===== config.mk =====
export PLATFORM = sky130hd
export DESIGN_NAME = semaphore_table_engine_flat
export DESIGN_NICKNAME = d
export VERILOG_FILES = /design/src/hdl/ste_pkg.sv /design/src/hdl/ste_req_if.sv /design/src/hdl/ste_rsp_if.sv /design/src/hdl/semaphore_table_engine.sv /design/src/hdl/ste_mem.sv /design/src/hdl/ste_search.sv /design/src/flat_wrapper.sv
export VERILOG_INCLUDE_DIRS = /design/src /design/src/hdl
export SDC_FILE = /design/constraint.sdc
export NUM_CORES = 1
export LEC_CHECK = 0
export BUFFER_PORTS_ARGS = -buffer_cell sky130_fd_sc_hd__buf_2
export CORE_MARGIN = 5
export CORE_UTILIZATION = 49
export CTS_CLUSTER_DIAMETER = 80
export DETAILED_ROUTE_END_ITERATION = 6
export SYNTH_ARGS = -nofsm -noshare
export SYNTH_HDL_FRONTEND = slang
export SYNTH_HIERARCHICAL = 1
export SYNTH_SLANG_ARGS = --single-unit
export TNS_END_PERCENT = 20

===== constraint.sdc =====
create_clock -name i_clk -period 7.45 [get_ports i_clk]
set_input_delay 0.3725 -clock i_clk [delete_from_list [all_inputs] [get_ports i_clk]]
set_output_delay 0.3725 -clock i_clk [all_outputs]
set_load 0.005 [all_outputs]

===== src/hdl/semaphore_table_engine_defines.svh =====
// ----------------------------------------------------------------------------
// Semaphore table engine assertion macros
// Concurrent assertion wrappers shared by the engine RTL. Defining
// NO_ASSERTIONS leaves every use empty.
// ----------------------------------------------------------------------------
`ifndef SEMAPHORE_TABLE_ENGINE_DEFINES_SVH
`define SEMAPHORE_TABLE_ENGINE_DEFINES_SVH

`ifndef NO_ASSERTIONS
// The consequent must hold in the same cycle as the antecedent.
`define STE_ASSERT_SAME(lbl, clk, rst_n, ante, cons, msg) \
    lbl: assert property (@(posedge clk) disable iff (!rst_n) (ante) |-> (cons)) \
        else $error(msg);
// The consequent must hold in the cycle after the antecedent.
`define STE_ASSERT_NEXT(lbl, clk, rst_n, ante, cons, msg) \
    lbl: assert property (@(posedge clk) disable iff (!rst_n) (ante) |=> (cons)) \
        else $error(msg);
`else
`define STE_ASSERT_SAME(lbl, clk, rst_n, ante, cons, msg)
`define STE_ASSERT_NEXT(lbl, clk, rst_n, ante, cons, msg)
`endif

`endif


===== src/hdl/ste_pkg.sv =====
// ----------------------------------------------------------------------------
// Semaphore table engine package
// Field widths, operation codes, saturation limits and the types shared
// between the engine modules.
// ----------------------------------------------------------------------------
package ste_pkg;

    localparam int STE_NUM_SLOTS = 64;

    // The free-slot search looks at the flags in groups of this many.
    localparam int STE_GROUP     = 16;
    localparam int STE_GPOS_W    = $clog2(STE_GROUP);

    localparam int SLOT_W        = 6;
    localparam int INIT_W        = 15;
    localparam int OWNER_W       = 8;
    localparam int COUNT_W       = 16;

    localparam logic signed [COUNT_W-1:0] CNT_MAX = 16'h7fff;
    localparam logic signed [COUNT_W-1:0] CNT_MIN = 16'h8000;

    localparam logic STS_OK      = 1'b0;
    localparam logic STS_NO_SLOT = 1'b1;

    typedef enum logic [1:0] {
        FN_CREATE  = 2'd0,
        FN_DESTROY = 2'd1,
        FN_WAIT    = 2'd2,
        FN_SIGNAL  = 2'd3
    } t_func;

    typedef struct packed {
        logic [OWNER_W-1:0]        owner;
        logic signed [COUNT_W-1:0] count;
    } t_entry;

    typedef struct packed {
        logic capture;
        logic claim;
        logic free_en;
    } t_flag_ctl;

endpackage


===== src/hdl/ste_req_if.sv =====
// ----------------------------------------------------------------------------
// Semaphore table request channel
// Valid/ready channel that carries one semaphore operation.
// ----------------------------------------------------------------------------
interface ste_req_if;
    import ste_pkg::*;

    logic               valid;
    logic               ready;
    logic [1:0]         func;
    logic [SLOT_W-1:0]  slot_index;
    logic [INIT_W-1:0]  initial_count;
    logic [OWNER_W-1:0] owner_thread;

    modport source (
        output valid, func, slot_index, initial_count, owner_thread,
        input  ready
    );

    modport sink (
        input  valid, func, slot_index, initial_count, owner_thread,
        output ready
    );

endinterface


===== src/hdl/ste_rsp_if.sv =====
// ----------------------------------------------------------------------------
// Semaphore table response channel
// Valid/ready channel that carries the outcome of one operation.
// ----------------------------------------------------------------------------
interface ste_rsp_if;
    import ste_pkg::*;

    logic                      valid;
    logic                      ready;
    logic                      status;
    logic [SLOT_W-1:0]         granted_slot;
    logic                      must_block;
    logic                      wake_one;
    logic signed [COUNT_W-1:0] count_after;

    modport source (
        output valid, status, granted_slot, must_block, wake_one, count_after,
        input  ready
    );

    modport sink (
        input  valid, status, granted_slot, must_block, wake_one, count_after,
        output ready
    );

endinterface


===== src/hdl/semaphore_table_engine.sv =====
// An accepted request moves to ST_EXEC; its result is registered as it
// leaves. The entry memory read-modify-write and the two-stage free-slot
// search keep it there, as does a held result; ready is low until then.
// Reset: the in-use flags and the search pointer clear at once, no clearing
// pass; owner and count entries are undefined until a create writes them.
// ----------------------------------------------------------------------------
// Semaphore table engine
// Table of counting semaphores with create, destroy, wait and signal
// operations on a shared entry memory.
// ----------------------------------------------------------------------------
`include "semaphore_table_engine_defines.svh"

module semaphore_table_engine #(
    parameter int NUM_SLOTS = ste_pkg::STE_NUM_SLOTS
) (
    input  logic      i_clk,
    input  logic      i_rst_n,
    ste_req_if.sink   i_req,
    ste_rsp_if.source o_rsp
);
    import ste_pkg::*;

    localparam int SW = $clog2(NUM_SLOTS);

    typedef enum logic {
        ST_IDLE,
        ST_EXEC
    } t_state;

    t_state                    r_state;
    t_func                     r_func;
    logic [SLOT_W-1:0]         r_slot;
    logic [INIT_W-1:0]         r_init;
    logic [OWNER_W-1:0]        r_owner;
    logic                      r_oor;
    logic                      r_out_valid;
    logic                      r_status;
    logic [SLOT_W-1:0]         r_gslot;
    logic                      r_block;
    logic                      r_wake;
    logic signed [COUNT_W-1:0] r_count;

    logic                      n_status;
    logic [SLOT_W-1:0]         n_gslot;
    logic                      n_block;
    logic                      n_wake;
    logic signed [COUNT_W-1:0] n_count;

    logic                      w_accept;
    logic                      w_finish;
    logic                      w_oor_in;
    logic                      w_found;
    logic [SW-1:0]             w_cand;
    t_entry                    w_rd_data;
    logic                      w_wr_en;
    logic [SW-1:0]             w_wr_addr;
    t_entry                    w_wr_data;
    t_flag_ctl                 w_ctl;

    assign i_req.ready = (r_state == ST_IDLE);
    assign w_accept    = i_req.valid && i_req.ready;
    assign w_finish    = (r_state == ST_EXEC) && (!r_out_valid || o_rsp.ready);
    assign w_oor_in    = int'(i_req.slot_index) >= NUM_SLOTS;

    ste_mem #(
        .NUM_SLOTS (NUM_SLOTS),
        .SW        (SW)
    ) u_mem (
        .i_clk     (i_clk),
        .i_rd_en   (w_accept && !w_oor_in),
        .i_rd_addr (SW'(i_req.slot_index)),
        .o_rd_data (w_rd_data),
        .i_wr_en   (w_wr_en),
        .i_wr_addr (w_wr_addr),
        .i_wr_data (w_wr_data)
    );

    ste_search #(
        .NUM_SLOTS (NUM_SLOTS),
        .SW        (SW)
    ) u_search (
        .i_clk       (i_clk),
        .i_rst_n     (i_rst_n),
        .i_ctl       (w_ctl),
        .i_free_slot (SW'(r_slot)),
        .o_found     (w_found),
        .o_cand      (w_cand)
    );

    // Operation datapath, evaluated while a request is in ST_EXEC. The
    // memory and flag updates only fire in the cycle the result is registered.
    always_comb begin
        logic signed [COUNT_W-1:0] c;
        c             = w_rd_data.count;
        n_status      = STS_OK;
        n_gslot       = r_slot;
        n_block       = 1'b0;
        n_wake        = 1'b0;
        n_count       = '0;
        w_wr_en       = 1'b0;
        w_wr_addr     = SW'(r_slot);
        w_wr_data     = w_rd_data;
        w_ctl.capture = w_accept;
        w_ctl.claim   = 1'b0;
        w_ctl.free_en = 1'b0;
        case (r_func)
            FN_CREATE: begin
                if (w_found) begin
                    n_gslot         = SLOT_W'(w_cand);
                    n_count         = signed'({1'b0, r_init});
                    w_wr_en         = w_finish;
                    w_wr_addr       = w_cand;
                    w_wr_data.owner = r_owner;
                    w_wr_data.count = signed'({1'b0, r_init});
                    w_ctl.claim     = w_finish;
                end else begin
                    n_status = STS_NO_SLOT;
                    n_gslot  = '0;
                end
            end
            FN_DESTROY: begin
                if (!r_oor) begin
                    n_count       = w_rd_data.count;
                    w_ctl.free_en = w_finish;
                end
            end
            FN_WAIT: begin
                if (!r_oor) begin
                    if (c != CNT_MIN) begin
                        c = c - 16'sd1;
                    end
                    n_count         = c;
                    n_block         = c[COUNT_W-1];
                    w_wr_en         = w_finish;
                    w_wr_data.count = c;
                end
            end
            FN_SIGNAL: begin
                if (!r_oor) begin
                    if (c != CNT_MAX) begin
                        c = c + 16'sd1;
                    end
                    n_count         = c;
                    n_wake          = c[COUNT_W-1] || (c == '0);
                    w_wr_en         = w_finish;
                    w_wr_data.count = c;
                end
            end
            default: begin
                n_status = STS_OK;
            end
        endcase
    end

    always_ff @(posedge i_clk) begin
        if (!i_rst_n) begin
            r_state     <= ST_IDLE;
            r_out_valid <= 1'b0;
        end else begin
            if (w_finish) begin
                r_out_valid <= 1'b1;
            end else if (o_rsp.ready) begin
                r_out_valid <= 1'b0;
            end
            case (r_state)
                ST_IDLE: begin
                    if (w_accept) begin
                        r_func  <= t_func'(i_req.func);
                        r_slot  <= i_req.slot_index;
                        r_init  <= i_req.initial_count;
                        r_owner <= i_req.owner_thread;
                        r_oor   <= w_oor_in;
                        r_state <= ST_EXEC;
                    end
                end
                ST_EXEC: begin
                    if (w_finish) begin
                        r_status <= n_status;
                        r_gslot  <= n_gslot;
                        r_block  <= n_block;
                        r_wake   <= n_wake;
                        r_count  <= n_count;
                        r_state  <= ST_IDLE;
                    end
                end
                default: begin
                    r_state <= ST_IDLE;
                end
            endcase
        end
    end

    assign o_rsp.valid        = r_out_valid;
    assign o_rsp.status       = r_status;
    assign o_rsp.granted_slot = r_gslot;
    assign o_rsp.must_block   = r_block;
    assign o_rsp.wake_one     = r_wake;
    assign o_rsp.count_after  = r_count;

    `STE_ASSERT_NEXT(a_one_request_in_flight, i_clk, i_rst_n, w_accept, !i_req.ready, "request accepted while another is in flight")
    `STE_ASSERT_NEXT(a_finish_sets_valid, i_clk, i_rst_n, w_finish, o_rsp.valid, "finished request did not present a result")
    `STE_ASSERT_SAME(a_no_slot_zeroes, i_clk, i_rst_n, o_rsp.valid && (o_rsp.status == STS_NO_SLOT), (o_rsp.granted_slot == '0) && (o_rsp.count_after == '0), "failed create reports a slot or count")
    `STE_ASSERT_SAME(a_flags_exclusive, i_clk, i_rst_n, o_rsp.valid, !(o_rsp.must_block && o_rsp.wake_one), "block and wake flagged together")

endmodule


===== src/hdl/ste_mem.sv =====
// ----------------------------------------------------------------------------
// Semaphore entry memory
// One-write, one-read synchronous memory holding owner and count per slot,
// with a registered read port.
// ----------------------------------------------------------------------------
module ste_mem #(
    parameter int NUM_SLOTS = ste_pkg::STE_NUM_SLOTS,
    parameter int SW        = $clog2(NUM_SLOTS)
) (
    input  logic             i_clk,
    input  logic             i_rd_en,
    input  logic [SW-1:0]    i_rd_addr,
    output ste_pkg::t_entry  o_rd_data,
    input  logic             i_wr_en,
    input  logic [SW-1:0]    i_wr_addr,
    input  ste_pkg::t_entry  i_wr_data
);
    import ste_pkg::*;

    t_entry r_mem [NUM_SLOTS];
    t_entry r_rd_data;

    always_ff @(posedge i_clk) begin
        if (i_wr_en) begin
            r_mem[i_wr_addr] <= i_wr_data;
        end
        if (i_rd_en) begin
            r_rd_data <= r_mem[i_rd_addr];
        end
    end

    assign o_rd_data = r_rd_data;

endmodule


===== src/hdl/ste_search.sv =====
// ----------------------------------------------------------------------------
// Semaphore free-slot search
// Holds the in-use flags and the rotating search pointer. A registered first
// stage encodes each group of flags; the second stage picks the first group
// at or after the pointer, wrapping to the lowest free slot.
// ----------------------------------------------------------------------------
module ste_search #(
    parameter int NUM_SLOTS = ste_pkg::STE_NUM_SLOTS,
    parameter int SW        = $clog2(NUM_SLOTS)
) (
    input  logic               i_clk,
    input  logic               i_rst_n,
    input  ste_pkg::t_flag_ctl i_ctl,
    input  logic [SW-1:0]      i_free_slot,
    output logic               o_found,
    output logic [SW-1:0]      o_cand
);
    import ste_pkg::*;

    localparam int NG = (NUM_SLOTS + STE_GROUP - 1) / STE_GROUP;
    localparam int PW = NG * STE_GROUP;

    logic [NUM_SLOTS-1:0]  r_flags;
    logic [SW-1:0]         r_start;
    logic [NG-1:0]         r_hi_any;
    logic [NG-1:0]         r_lo_any;
    logic [NG-1:0]         n_hi_any;
    logic [NG-1:0]         n_lo_any;
    logic [STE_GPOS_W-1:0] r_hi_pos [NG];
    logic [STE_GPOS_W-1:0] r_lo_pos [NG];
    logic [STE_GPOS_W-1:0] n_hi_pos [NG];
    logic [STE_GPOS_W-1:0] n_lo_pos [NG];
    logic [PW-1:0]         w_free;
    logic [SW-1:0]         w_next;

    // Padding beyond the last slot reads as in use.
    assign w_free = PW'(~r_flags);

    // Per group: lowest free slot overall, and lowest free slot at or after
    // the pointer. Scanning downwards lets the lowest position win.
    always_comb begin
        for (int g = 0; g < NG; g++) begin
            n_hi_any[g] = 1'b0;
            n_lo_any[g] = 1'b0;
            n_hi_pos[g] = '0;
            n_lo_pos[g] = '0;
            for (int j = STE_GROUP - 1; j >= 0; j--) begin
                if (w_free[g * STE_GROUP + j]) begin
                    n_lo_any[g] = 1'b1;
                    n_lo_pos[g] = STE_GPOS_W'(j);
                    if ((g * STE_GROUP + j) >= int'(r_start)) begin
                        n_hi_any[g] = 1'b1;
                        n_hi_pos[g] = STE_GPOS_W'(j);
                    end
                end
            end
        end
    end

    always_ff @(posedge i_clk) begin
        if (i_ctl.capture) begin
            r_hi_any <= n_hi_any;
            r_lo_any <= n_lo_any;
            r_hi_pos <= n_hi_pos;
            r_lo_pos <= n_lo_pos;
        end
    end

    always_comb begin
        logic          lo_found;
        logic          hi_found;
        logic [SW-1:0] lo_slot;
        logic [SW-1:0] hi_slot;
        lo_found = 1'b0;
        hi_found = 1'b0;
        lo_slot  = '0;
        hi_slot  = '0;
        for (int g = NG - 1; g >= 0; g--) begin
            if (r_lo_any[g]) begin
                lo_found = 1'b1;
                lo_slot  = SW'(g * STE_GROUP) + SW'(r_lo_pos[g]);
            end
            if (r_hi_any[g]) begin
                hi_found = 1'b1;
                hi_slot  = SW'(g * STE_GROUP) + SW'(r_hi_pos[g]);
            end
        end
        o_found = lo_found;
        o_cand  = hi_found ? hi_slot : lo_slot;
    end

    assign w_next = (o_cand == SW'(NUM_SLOTS - 1)) ? '0 : o_cand + 1'b1;

    always_ff @(posedge i_clk) begin
        if (!i_rst_n) begin
            r_flags <= '0;
            r_start <= '0;
        end else begin
            if (i_ctl.claim) begin
                r_flags[o_cand] <= 1'b1;
                r_start         <= w_next;
            end
            if (i_ctl.free_en) begin
                r_flags[i_free_slot] <= 1'b0;
            end
        end
    end

endmodule


===== src/flat_wrapper.sv =====
// flat-port wrapper written by rule: the top's interface ports become plain ports
module semaphore_table_engine_flat import ste_pkg::*;
#(
    parameter int NUM_SLOTS = ste_pkg::STE_NUM_SLOTS
)
  (i_clk, i_rst_n, i_req_valid, i_req_func, i_req_slot_index, i_req_initial_count, i_req_owner_thread, i_req_ready, o_rsp_valid, o_rsp_status, o_rsp_granted_slot, o_rsp_must_block, o_rsp_wake_one, o_rsp_count_after, o_rsp_ready);
  ste_req_if i_req_i ();
  ste_rsp_if o_rsp_i ();
  input  logic i_clk;
  input  logic i_rst_n;
  input wire logic [$bits(i_req_i.valid)-1:0] i_req_valid;
  input wire logic [$bits(i_req_i.func)-1:0] i_req_func;
  input wire logic [$bits(i_req_i.slot_index)-1:0] i_req_slot_index;
  input wire logic [$bits(i_req_i.initial_count)-1:0] i_req_initial_count;
  input wire logic [$bits(i_req_i.owner_thread)-1:0] i_req_owner_thread;
  output wire logic [$bits(i_req_i.ready)-1:0] i_req_ready;
  output wire logic [$bits(o_rsp_i.valid)-1:0] o_rsp_valid;
  output wire logic [$bits(o_rsp_i.status)-1:0] o_rsp_status;
  output wire logic [$bits(o_rsp_i.granted_slot)-1:0] o_rsp_granted_slot;
  output wire logic [$bits(o_rsp_i.must_block)-1:0] o_rsp_must_block;
  output wire logic [$bits(o_rsp_i.wake_one)-1:0] o_rsp_wake_one;
  output wire logic [$bits(o_rsp_i.count_after)-1:0] o_rsp_count_after;
  input wire logic [$bits(o_rsp_i.ready)-1:0] o_rsp_ready;
  assign i_req_i.valid = i_req_valid;
  assign i_req_i.func = i_req_func;
  assign i_req_i.slot_index = i_req_slot_index;
  assign i_req_i.initial_count = i_req_initial_count;
  assign i_req_i.owner_thread = i_req_owner_thread;
  assign i_req_ready = i_req_i.ready;
  assign o_rsp_valid = o_rsp_i.valid;
  assign o_rsp_status = o_rsp_i.status;
  assign o_rsp_granted_slot = o_rsp_i.granted_slot;
  assign o_rsp_must_block = o_rsp_i.must_block;
  assign o_rsp_wake_one = o_rsp_i.wake_one;
  assign o_rsp_count_after = o_rsp_i.count_after;
  assign o_rsp_i.ready = o_rsp_ready;
  semaphore_table_engine #(.NUM_SLOTS(NUM_SLOTS)) u_core (.i_clk(i_clk), .i_rst_n(i_rst_n), .i_req(i_req_i), .o_rsp(o_rsp_i));
endmodule

==> report_table.html <==
<table>
<tr><th>Metric</th><th>Value</th></tr>
<tr><th colspan="2">Outcome</th></tr>
<tr><td>Run status</td><td>completed</td></tr>
<tr><th colspan="2">Detailed routing</th></tr>
<tr><td>Initial DRC count</td><td>3180</td></tr>
<tr><td>Total wire length after detailed routing</td><td>132 mm</td></tr>
<tr><td>Detailed Routing Iterations Pass 1</td><td>6</td></tr>
<tr><td>Total number of vias</td><td>28900</td></tr>
<tr><td>Remaining DRCs</td><td>0</td></tr>
<tr><td>Number of nets with antenna violations after detailed routing</td><td>0</td></tr>
<tr><td>Average detailed-routed wire length per instance</td><td>28.6 um</td></tr>
<tr><td>Routed vias/inst</td><td>6.24</td></tr>
<tr><th colspan="2">Clocking</th></tr>
<tr><td>Number of clock sinks</td><td>1200</td></tr>
<tr><td>CTS buffer count</td><td>119</td></tr>
<tr><td>H-tree lvl count</td><td>3</td></tr>
<tr><td>Buffers inserted by post-CTS timing repair</td><td>0</td></tr>
<tr><td>Reg clk slew, reported paths</td><td>0.06 ns</td></tr>
<tr><td>Buffers from clock root to sink, at most</td><td>3</td></tr>
<tr><td># resized after CTS</td><td>0</td></tr>
<tr><td>Post-cts hold buffer count</td><td>17</td></tr>
<tr><td>Clock tree from TritonCTS</td><td>done</td></tr>
<tr><td>Later-pin clock latency in the skew report</td><td>0.74 ns</td></tr>
<tr><td>CTS Root Buffer Type</td><td>clkbuf_16</td></tr>
<tr><th colspan="2">Critical path</th></tr>
<tr><td>R2r startpoint</td><td>u_core/r_func[0]$_DFFE_PP_</td></tr>
<tr><td>Maximum net fanout on the critical path</td><td>28</td></tr>
<tr><td>Slack of the worst reg-to-reg path</td><td>3.20 ns</td></tr>
<tr><td>Cell-by-cell trace of the critical path</td><td>nor2_1 -&gt; and2_1 -&gt; buf_4 -&gt; mux2_2 -&gt; nor2_1 -&gt; nand2_1 -&gt; nor2_1 -&gt; buf_4</td></tr>
<tr><td>CP required</td><td>7.87 ns</td></tr>
<tr><td>CP Capture Type</td><td>flop</td></tr>
<tr><td>Data arrival time of the worst path</td><td>4.68 ns</td></tr>
<tr><td>Element type at the critical path start</td><td>flop</td></tr>
<tr><td>Worst Setup Path Type</td><td>flop to flop</td></tr>
<tr><td>Cell seen most often among critical-path stages</td><td>nor2_1</td></tr>
<tr><td>Slowest stage delay, CP</td><td>0.89 ns</td></tr>
<tr><td>Slowest cell on the critical path</td><td>nor2_1</td></tr>
<tr><td>Worst reg2reg path depth</td><td>8</td></tr>
<tr><td>End of the worst register-to-register path</td><td>u_core/u_mem/r_mem[16][1]$_DFFE_PP_</td></tr>
<tr><th colspan="2">GRT</th></tr>
<tr><td>Global-route congestion overflow total</td><td>0</td></tr>
<tr><td>Global-route wire length before repair</td><td>192 mm</td></tr>
<tr><td>Largest net degree at the start of global routing</td><td>105</td></tr>
<tr><td>Tot GR Track Use</td><td>0.241</td></tr>
<tr><td>Via count of the first global-routing pass</td><td>28500</td></tr>
<tr><td>Initial antenna violation count</td><td>5</td></tr>
<tr><th colspan="2">Yosys</th></tr>
<tr><td>Cells after synthesis</td><td>3080</td></tr>
<tr><td>Post-Synthesis Net Count</td><td>3119</td></tr>
<tr><td>Count of synthesis-stage warnings from yosys</td><td>6</td></tr>
<tr><td>Mean instance size in the synthesized netlist</td><td>16.3 um2</td></tr>
<tr><td>Total standard cell area after synthesis</td><td>50300 um2</td></tr>
<tr><th colspan="2">Place</th></tr>
<tr><td>Number of placed cells counting well taps</td><td>4379</td></tr>
<tr><td>Final estimated routing congestion in global placement</td><td>0.914</td></tr>
<tr><td>DP HPWL</td><td>80.9 mm</td></tr>
<tr><td>Number of buffer cells added on primary ports</td><td>53</td></tr>
<tr><th colspan="2">Timing</th></tr>
<tr><td>Setup TNS Final</td><td>0 ns</td></tr>
<tr><td>Final setup violation count</td><td>0</td></tr>
<tr><td>RSZ-0062 raised after global routing</td><td>no</td></tr>
<tr><td>Worst Max-Slew Pin Slew</td><td>1.33 ns</td></tr>
<tr><td>Final hold vios</td><td>0</td></tr>
<tr><td>Max Clock Skew</td><td>0.0707 ns</td></tr>
<tr><td>Final Critical Period</td><td>4.25 ns</td></tr>
<tr><td>Max_slew headroom</td><td>0.112</td></tr>
<tr><td>Part of the cycle the worst path needs</td><td>0.571</td></tr>
<tr><td>Max-slew violations</td><td>0</td></tr>
<tr><td>Maximum clock rate</td><td>235 MHz</td></tr>
<tr><th colspan="2">Hold path</th></tr>
<tr><td>Launch point of the worst hold path</td><td>o_rsp_ready</td></tr>
<tr><td>Classification of the worst-slack hold path</td><td>input pin to flop</td></tr>
<tr><td>Worst Hold Depth</td><td>3</td></tr>
<tr><td>Destination of the worst hold path</td><td>u_core/o_rsp.valid$_SDFFE_PN0P_</td></tr>
<tr><th colspan="2">Run</th></tr>
<tr><td>Max-cap check violation count</td><td>0</td></tr>
<tr><th colspan="2">Die</th></tr>
<tr><td>Placement row count</td><td>117</td></tr>
<tr><td>Number of ports placed on the die boundary</td><td>62</td></tr>
<tr><td>Horizontal extent of the die</td><td>330 um</td></tr>
<tr><td>Initial Utilization</td><td>0.494</td></tr>
<tr><td>Core outline area</td><td>102000 um2</td></tr>
<tr><td>Die ar.</td><td>109000 um2</td></tr>
<tr><td>Vertical extent of the die</td><td>330 um</td></tr>
<tr><th colspan="2">Layout</th></tr>
<tr><td>Layout cells sized above 1</td><td>0.207</td></tr>
<tr><td># fillers</td><td>8043</td></tr>
<tr><td>Layout overhead on the synthesized area</td><td>11.7%</td></tr>
<tr><td>Final std cells w/o fill</td><td>4621</td></tr>
<tr><td>Layout Nets</td><td>3188</td></tr>
<tr><th colspan="2">Pwr</th></tr>
<tr><td>Internal power</td><td>11.3 mW</td></tr>
<tr><td>Peak VDD IR</td><td>0.303 mV</td></tr>
<tr><td>Total power divided by cell area</td><td>257 nW/um2</td></tr>
<tr><td>Sequential share of power</td><td>0.524</td></tr>
<tr><td>Switching power of the nets</td><td>3.19 mW</td></tr>
<tr><td>Leak Pwr</td><td>17.9 nW</td></tr>
<tr><td>Share of total power in combinational logic</td><td>0.059</td></tr>
<tr><td>Switching power as a share of total power</td><td>0.221</td></tr>
<tr><td>Share of power burned in the clock network</td><td>0.417</td></tr>
</table>
-- through the flow --
step / util / power, mW / setup WS [ns] / hold WS [ns] / area [um2]
CTS: 0.551 / 14.6 / 3.18 / 0.0679 / 56100
finish: 0.551 / 14.4 / 3.20 / 0.115 / 56100
global placement: 0.510 / 8.53 / 3.16 / 0.464 / 52000
global route: 0.551 / 14.9 / 2.96 / 0.127 / 56100
detailed placement: 0.510 / 8.56 / 3.15 / 0.481 / 52000
floorplan: - / 8.23 / 1.97 / 0.471 / 50300
-- sequential cells by signal (all words and copies together), names as in the netlist --
signal,cells
u_core/u_mem/o_rd_data,16
u_core/u_mem/r_mem,1024
u_core/u_search/r_hi_any,4
u_core/u_search/r_lo_any,4
u_core/o_rsp.count_after,16
u_core/o_rsp.must_block,1
u_core/u_search/r_lo_pos,16
u_core/r_func,2
u_core/r_init,15
u_core/o_rsp.status,1
u_core/u_search/r_start,6
u_core/o_rsp.granted_slot,6
u_core/r_state,1
u_core/o_rsp.valid,1
u_core/u_search/r_hi_pos,16
u_core/r_slot,6
u_core/u_search/r_flags,64
u_core/o_rsp.wake_one,1
-- per-layer routing --
layer,vias up,global-route usage,wire (um)
li1,12400,-,-
met1,14900,0.346,55300
met2,1262,0.387,63300
met3,242,0.0373,9240
met4,2,0.0708,4190
met5,-,0,13
-- power groups by stage --
stage               Clock (mW)  Sequential (mW)  Combinational [mW]
global placement             0             7.71               0.824
global route              6.42             7.57               0.904
CTS                       6.14             7.57               0.856
finish                    6.03             7.57               0.849
floorplan                    0             7.68               0.544
detailed placement           0             7.71               0.848
-- layout by cell type, fill, tap and decap left out, drive strengths merged, types with 8 or more instances in the layout --
cell / instances
edfxtp: 1128
mux4: 256
nor2: 246
nand2: 165
o21ai: 157
buf: 155
clkbuf: 141
a21oi: 137
dfxtp: 72
clkinv: 65
o22ai: 60
inv: 50
nand3: 45
nor3: 42
mux2: 41
nand2b: 37
nor2b: 31
a211oi: 27
nand4: 26
a31oi: 24
o221ai: 20
nor4: 20
or3: 19
or2: 19
a21o: 18
dlygate4sd3: 17
a2111oi: 17
bufinv: 15
o211ai: 14
and2: 12
o21a: 12
and3: 12
nand3b: 12
a22o: 11
a21boi: 9
xnor2: 8
o31ai: 8
-- how the worst max path moves through the flow --
stage / cells past startpoint / startpoint / endpoint
floorplan: 7 / u_core/u_mem/o_rd_data[8]$_DFFE_PP_ / u_core/u_mem/r_mem[0][14]$_DFFE_PP_
global placement: 8 / u_core/r_func[0]$_DFFE_PP_ / u_core/u_mem/r_mem[16][3]$_DFFE_PP_
detailed placement: 8 / u_core/r_func[0]$_DFFE_PP_ / u_core/u_mem/r_mem[16][3]$_DFFE_PP_
CTS: 8 / u_core/r_func[0]$_DFFE_PP_ / u_core/u_mem/r_mem[16][14]$_DFFE_PP_
global route: 8 / u_core/r_func[0]$_DFFE_PP_ / u_core/u_mem/r_mem[16][14]$_DFFE_PP_
finish: 8 / u_core/r_func[0]$_DFFE_PP_ / u_core/u_mem/r_mem[16][1]$_DFFE_PP_
-- area by class of cell --
| type | instances | area [um2] | share of cell area |
|---|---|---|---|
| antenna | 1 | 2.50 | 0.0000446 |
| multi-input combinational | 1606 | 13700 | 0.244 |
| clock buffer | 140 | 3090 | 0.0550 |
| tap | 1368 | 1710 | 0.0305 |
| inverter | 49 | 184 | 0.00328 |
| clock inverter | 84 | 881 | 0.0157 |
| sequential | 1200 | 35300 | 0.629 |
| timing repair buffer | 173 | 1280 | 0.0228 |
-- critical path: cells and delay by family, from the launching register on --
kind	cells	cell delay (ns)
buf+inv	2	0.73
flops	1	0.81
mux	1	0.50
simple gates	5	1.91
No activity file was read; power rests on OpenSTA's default activity.
